## src/rtl/pds_pkg.sv

```systemverilog
// shared constants and widths for the pll divider search
package pds_pkg;

  // search limits
  localparam int MAX_N = 511;
  localparam int MAX_M = 15;

  // field widths fixed by the interface
  localparam int FREQ_W   = 28;
  localparam int STATUS_W = 2;
  localparam int M_OUT_W  = 4;
  localparam int N_OUT_W  = 9;

  // derived widths
  localparam int N_W   = (MAX_N < 1) ? 1 : $clog2(MAX_N + 1);
  localparam int MUL_W = $clog2(MAX_N + 3);
  localparam int NUM_W = FREQ_W + MUL_W;
  localparam int DEN_W = FREQ_W + 2;
  localparam int P_W   = $clog2(MAX_M + 3);
  localparam int CNT_W = $clog2(NUM_W);

  // status codes
  localparam logic [STATUS_W-1:0] ST_OK    = 2'd0;
  localparam logic [STATUS_W-1:0] ST_ZERO  = 2'd1;
  localparam logic [STATUS_W-1:0] ST_RANGE = 2'd2;

endpackage

```

## src/rtl/pds_divider.sv

```systemverilog
// shared iterative restoring divider, one quotient bit per cycle
module pds_divider (
  input  logic                       clk,
  input  logic                       rst,
  input  logic                       start,
  input  logic [pds_pkg::NUM_W-1:0]  dividend,
  input  logic [pds_pkg::DEN_W-1:0]  divisor,
  output logic                       done,
  output logic [pds_pkg::NUM_W-1:0]  quotient
);
  import pds_pkg::*;

  logic             running;
  logic [CNT_W-1:0] cnt;
  logic [DEN_W-1:0] rem;
  logic [DEN_W-1:0] rem_next;
  logic [DEN_W-1:0] dvs;
  logic [NUM_W-1:0] quo;
  logic [DEN_W:0]   trial;
  logic [DEN_W:0]   diff;
  logic             ge;

  // trial subtraction of the divisor from the shifted remainder
  always_comb begin
    trial    = {rem, quo[NUM_W-1]};
    diff     = trial - {1'b0, dvs};
    ge       = (trial >= {1'b0, dvs});
    rem_next = ge ? diff[DEN_W-1:0] : trial[DEN_W-1:0];
  end

  // control and datapath registers
  always_ff @(posedge clk) begin
    if (rst) begin
      running <= 1'b0;
      done    <= 1'b0;
    end else begin
      done <= 1'b0;
      if (start) begin
        running <= 1'b1;
        rem     <= '0;
        quo     <= dividend;
        dvs     <= divisor;
        cnt     <= CNT_W'(NUM_W - 1);
      end else if (running) begin
        rem <= rem_next;
        quo <= {quo[NUM_W-2:0], ge};
        if (cnt == '0) begin
          running <= 1'b0;
          done    <= 1'b1;
        end else begin
          cnt <= cnt - 1'b1;
        end
      end
    end
  end

  assign quotient = quo;

endmodule

```

## src/rtl/pll_divider_search.sv

```systemverilog
// pll divider search: sequencer around one shared iterative divider
//
// Each transaction takes ref_freq and target_freq and returns the feedback
// value pll_n, the divider pll_m and m_bypass for a post divider fixed at 2.
// Candidates N = 0 .. MAX_N are tried in turn; each takes two divisions on
// one restoring divider that produces one quotient bit per cycle over a
// 38-bit dividend, and a candidate is skipped after the first division
// when its quotient is zero. The search stops early on an exact match, and
// a zero frequency goes straight to the result without any division.
// The block takes one transaction at a time: in_stall is high from acceptance
// until the result has been placed in the output register.
module pll_divider_search (
  input  logic                           clk,
  input  logic                           rst,
  input  logic                           in_valid,
  output logic                           in_stall,
  input  logic [pds_pkg::FREQ_W-1:0]     ref_freq,
  input  logic [pds_pkg::FREQ_W-1:0]     target_freq,
  output logic                           out_valid,
  input  logic                           out_stall,
  output logic [pds_pkg::STATUS_W-1:0]   status,
  output logic [pds_pkg::M_OUT_W-1:0]    pll_m,
  output logic [pds_pkg::N_OUT_W-1:0]    pll_n,
  output logic                           m_bypass
);
  import pds_pkg::*;

  localparam int N_EXT_W = (N_W > N_OUT_W) ? N_W : N_OUT_W;
  localparam int M_EXT_W = (P_W > M_OUT_W) ? P_W : M_OUT_W;
  localparam logic [P_W-1:0] P_CAP = P_W'(MAX_M + 2);

  typedef enum logic [2:0] {
    S_IDLE,
    S_DIV1,
    S_DIV2,
    S_NEXT,
    S_FINISH
  } state_t;

  state_t              state;
  logic [FREQ_W-1:0]   refv;
  logic [FREQ_W-1:0]   tgt;
  logic [NUM_W-1:0]    num;
  logic [N_W-1:0]      n;
  logic                found;
  logic [NUM_W-1:0]    best;
  logic [N_W-1:0]      best_n;
  logic [P_W-1:0]      best_p;
  logic [P_W-1:0]      p;
  logic [STATUS_W-1:0] res_status;

  logic                div_start;
  logic [DEN_W-1:0]    div_divisor;
  logic                div_done;
  logic [NUM_W-1:0]    div_quo;

  logic [P_W-1:0]      p_cand;
  logic [P_W-1:0]      m_val;
  logic [M_EXT_W-1:0]  m_ext;
  logic [N_EXT_W-1:0]  n_ext;
  logic                out_free;

  pds_divider u_div (
    .clk      (clk),
    .rst      (rst),
    .start    (div_start),
    .dividend (num),
    .divisor  (div_divisor),
    .done     (div_done),
    .quotient (div_quo)
  );

  // capped M+2 from the first quotient, and the result fields
  always_comb begin
    p_cand   = (div_quo > NUM_W'(P_CAP)) ? P_CAP : div_quo[P_W-1:0];
    m_val    = (best_p < P_W'(2)) ? '0 : best_p - P_W'(2);
    m_ext    = M_EXT_W'(m_val);
    n_ext    = N_EXT_W'(best_n);
    out_free = !out_valid || !out_stall;
  end

  assign in_stall = (state != S_IDLE);

  // sequencer and output register
  always_ff @(posedge clk) begin
    if (rst) begin
      state     <= S_IDLE;
      out_valid <= 1'b0;
      div_start <= 1'b0;
      found     <= 1'b0;
    end else begin
      div_start <= 1'b0;
      if (out_valid && !out_stall) begin
        out_valid <= 1'b0;
      end
      case (state)
        S_IDLE: begin
          if (in_valid) begin
            refv  <= ref_freq;
            tgt   <= target_freq;
            num   <= NUM_W'({ref_freq, 1'b0});
            n     <= '0;
            found <= 1'b0;
            if (ref_freq == '0 || target_freq == '0) begin
              res_status <= ST_ZERO;
              state      <= S_FINISH;
            end else begin
              div_divisor <= {target_freq, 2'b00};
              div_start   <= 1'b1;
              state       <= S_DIV1;
            end
          end
        end
        // first division gives M+2
        S_DIV1: begin
          if (div_done) begin
            if (p_cand == '0) begin
              state <= S_NEXT;
            end else begin
              p           <= p_cand;
              div_divisor <= DEN_W'({p_cand, 2'b00});
              div_start   <= 1'b1;
              state       <= S_DIV2;
            end
          end
        end
        // second division gives the output frequency
        S_DIV2: begin
          if (div_done) begin
            if (!found || div_quo < best) begin
              found  <= 1'b1;
              best   <= div_quo;
              best_n <= n;
              best_p <= p;
            end
            if (div_quo == NUM_W'(tgt)) begin
              res_status <= ST_OK;
              state      <= S_FINISH;
            end else begin
              state <= S_NEXT;
            end
          end
        end
        // step to the next candidate or close the search
        S_NEXT: begin
          if (n == N_W'(MAX_N)) begin
            res_status <= found ? ST_OK : ST_RANGE;
            state      <= S_FINISH;
          end else begin
            n           <= n + 1'b1;
            num         <= num + NUM_W'(refv);
            div_divisor <= {tgt, 2'b00};
            div_start   <= 1'b1;
            state       <= S_DIV1;
          end
        end
        S_FINISH: begin
          if (out_free) begin
            out_valid <= 1'b1;
            status    <= res_status;
            if (res_status == ST_OK) begin
              pll_m    <= m_ext[M_OUT_W-1:0];
              pll_n    <= n_ext[N_OUT_W-1:0];
              m_bypass <= (best_p == P_W'(1));
            end else begin
              pll_m    <= '0;
              pll_n    <= '0;
              m_bypass <= 1'b0;
            end
            state <= S_IDLE;
          end
        end
        default: begin
          state <= S_IDLE;
        end
      endcase
    end
  end

endmodule
```

## config.mk

```make
export PLATFORM = sky130hd
export DESIGN_NAME = pll_divider_search
export DESIGN_NICKNAME = d
export VERILOG_FILES = /design/src/rtl/pds_pkg.sv /design/src/rtl/pds_divider.sv /design/src/rtl/pll_divider_search.sv
export SDC_FILE = /design/constraint.sdc
export NUM_CORES = 1
export LEC_CHECK = 0
export ABC_AREA = 1
export BUFFER_PORTS_ARGS = -buffer_cell sky130_fd_sc_hd__buf_2
export CAP_MARGIN = 0
export CORE_MARGIN = 2
export CORE_UTILIZATION = 25
export DETAILED_ROUTE_END_ITERATION = 8
export SLEW_MARGIN = 20
export SYNTH_ARGS = -nofsm -noshare
export SYNTH_HDL_FRONTEND = slang
export SYNTH_SLANG_ARGS = --single-unit
export TNS_END_PERCENT = 100
```

## constraint.sdc

```tcl
create_clock -name clk -period 7.2 [get_ports clk]
set_input_delay 1.08 -clock clk [delete_from_list [all_inputs] [get_ports clk]]
set_output_delay 1.08 -clock clk [all_outputs]
set_load 0.05 [all_outputs]
```

==> run metrics <==
status complete, no violations; worst-margin pin slew slightly above 1 ns; Skew-Pair Late Insertion Delay roughly 0.57 ns; antenna violations before repair 1; Cells after Synth around 1900; GR Util All Layers 13.1%; Clock Tree Buf Depth 3; gr ovfl total 0; nets approximately 2200; Rel. slew slack 31.1%; Syn Area/Cell approximately 9 sq um; worst r2r src state[0]; synth-to-layout area growth 15.9%; post-route ant nets 0; VDD IR max approximately 0.16 mV; total clock sinks ~320; die area between 70000 and 80000 sq um; slowest CP cell clkinv_1; CP peak stage delay approximately 0.75 ns; PD cells 372 nW/um^2; CP cell instances inv_1, nor2_2, inv_2, nor2_1, inv_1, nor2_1, inv_1, nand2_1, nor4_1, nand3_1, clkinv_1; synthesis warning total 0; power consumption 7490 uW; final setup fails 0; die span in y 268 microns; Avg Vias per Cell around 4.4; Crit Path Class flop to flop; clk root buf clkbuf_16; Worst-path clk slew 0.07 ns; FP Rows 96; drt first-iter violations between 1000 and 1500; H-tree levels 2; Synth area leaders edfxtp_1, nand2_1, ha_1; layout cell share with drive strength beyond 1 under 10%; Post-synth EDFFs around 300; CTS Hold Bufs 0; Max Cap Viol 0; DRT Wirelength between 40000 and 50000 microns; DP Worst Slack between 3 and 4 ns; cell taking the most area after synthesis edfxtp_1; CTS Buf Count 38; FMAX 0.268 GHz; reg2reg end div_divisor[25]; final hold vios 0; post-CTS resize count 0; RSZ-0062 raised after global routing false; Hold WC Path Type flop to flop; Yosys cell types 45; Critical Path Source state[0]; utilization after layout 29.3%; PnR worst setup slack about 3.5 ns; core area 68700 sq um; final worst-path cycle share 51.8%; via count about 13000; worst-path fanout max 28; Routed WL per cell ~16 microns; post-route cell area 20100 sq um; Synth Register Bits 316; Critical Path Sink div_divisor[25]; FFs w/ async S/R, synth 0%; post-synthesis cell area around 17000 sq um; Arr. time, crit path approximately 3.7 ns; CTS tree yes; Die W ~270 microns; largest net degree at the start of global routing 71; compound-gate portion of the synthesized area about 8.8%; most used cell, CP inv_1; vias in the first global route about 13000; Ant. Diodes 0; Synth Area in Simple Gates between 20% and 30%; first-pass GRT wire length 72600 microns; largest family of logic cells by synthesized area simple AND/OR/NAND/NOR gates; CP Data Required Time around 7 ns; RePlAce Congestion 0.941; Final min period 3.73 ns; Static Leak roughly 0.0084 uW; max-slew violation count 0; Adder-Cell Fraction of Synth Area 7.29%; dpl hpwl roughly 35000 microns; Setup Skew 0.0282 ns; DRC 0; Setup Buffers After CTS 0; DR pass1 iterations 5; Initial Util between 20% and 30%; mux share of post-synthesis cell area 0%; Placed Area roughly 19000 sq um; post-synth net total roughly 2100; reg2reg setup slack 3.47 ns; Synth Area in XOR/XNOR 2.42%; reg2reg path depth 11; top cell type's share of synthesized area between 50% and 60%; sequential-to-total area share from yosys stat roughly 54%; crit path launch type flop; endpoint type of the worst setup path flop; IO Pins slightly below 80; setup TNS 0 ns; Most used DFF post-synth edfxtp_1; I/O Buffers 77
worst min-delay path by stage:
stage	from	slack, ns	cells past startpoint	end
global route	div_divisor[7]	0.43	0	u_div.dvs[7]
CTS	div_divisor[27]	0.41	0	u_div.dvs[27]
global placement	p[2]	0.40	0	best_p[2]
detailed placement	div_divisor[18]	0.40	0	u_div.dvs[18]
floorplan	p[0]	0.40	0	best_p[0]
finish	div_divisor[27]	0.41	0	u_div.dvs[27]
flip-flops by register name, indices dropped and copies added (netlist names), 2 cells and up:
register        cells
best               38
num                38
u_div.quotient     38
u_div.rem          30
div_divisor        28
refv               28
tgt                28
u_div.dvs          28
best_n              9
n                   9
pll_n               9
u_div.cnt           6
best_p              5
p                   5
pll_m               4
state               3
res_status          2
status              2
metrics by stage:
stage | cells | hold WS, ns
4_1_cts | 2977 | 0.414
6_report | 2977 | 0.409
2_1_floorplan | 1919 | 0.400
3_5_place_dp | 2907 | 0.405
3_3_place_gp | 2907 | 0.402
5_1_grt | 2977 | 0.426
logic make-up after synthesis:
| kind of cell | after synthesis |
|---|---|
| and+or+nand+nor | 862 |
| DFF | 316 |
| buffers and inverters | 310 |
| AOI/OAI and AO/OA | 283 |
| adders and majority gates | 100 |
| xor gates and xnor gates | 48 |
metal layers:
layer	up-vias	share of wire, %	routed length, microns	global-route usage (%)
met2	291	46	21200	21.4
li1	6632	-	-	-
met3	77	4.7	2200	2.04
met5	-	0	0	0
met1	6105	46	21400	17.6
met4	0	3.4	1590	5.00
cell usage in the layout (no fill, tap or decap), types with 8 or more instances in the layout:
master	netlist	layout
nand2_1	459	459
edfxtp_1	308	308
inv_1	274	272
nor2_1	238	236
o21ai_0	119	118
a21oi_1	115	114
ha_1	98	98
nand3_1	79	79
buf_2	6	77
clkbuf_16	0	38
xnor2_1	35	35
nand4_1	29	29
nor3_1	25	25
xor2_1	13	13
buf_4	0	11
or2_2	9	9
clkbuf_1	20	8
critical path: cells and delay by family, from the launching register on:
family | cells | cell delay (ns)
buffers and inverters | 5 | 1.42
DFF | 1 | 0.36
and+or+nand+nor | 6 | 1.38
power by group:
part | switching (uW) | internal [uW] | leakage [uW] | total [uW]
clock | 795 | 1140 | 0.000603 | 1930
combinational | 1780 | 869 | 0.00486 | 2650
sequential | 286 | 2620 | 0.00293 | 2910
cells in the mapped netlist, types with 4 or more instances:
library cell / count
nor4_1: 6
a21oi_1: 115
nand3_1: 79
xor2_1: 13
clkbuf_1: 20
nor2_1: 238
edfxtp_1: 308
xnor2_1: 35
a22o_1: 5
dfxtp_1: 8
or2_2: 9
nand4_1: 29
a21boi_0: 6
o22ai_1: 6
o21a_1: 5
a21o_1: 6
a31oi_1: 5
nor2_2: 5
nand2_1: 459
inv_1: 274
o21ai_0: 119
inv_2: 4
buf_6: 4
nor3_1: 25
buf_2: 6
ha_1: 98
final cells by class:
| type | count | area, sq um |
|---|---|---|
| Clock buffer | 47 | 995 |
| Clock inverter | 23 | 251 |
| Fill cell | 7356 | 48600 |
| Inverter | 279 | 1050 |
| Multi-Input combinational cell | 1293 | 6800 |
| Sequential cell | 316 | 9410 |
| Tap cell | 931 | 1160 |
| Timing Repair Buffer | 88 | 468 |
Power figures use the tool's default switching activity.
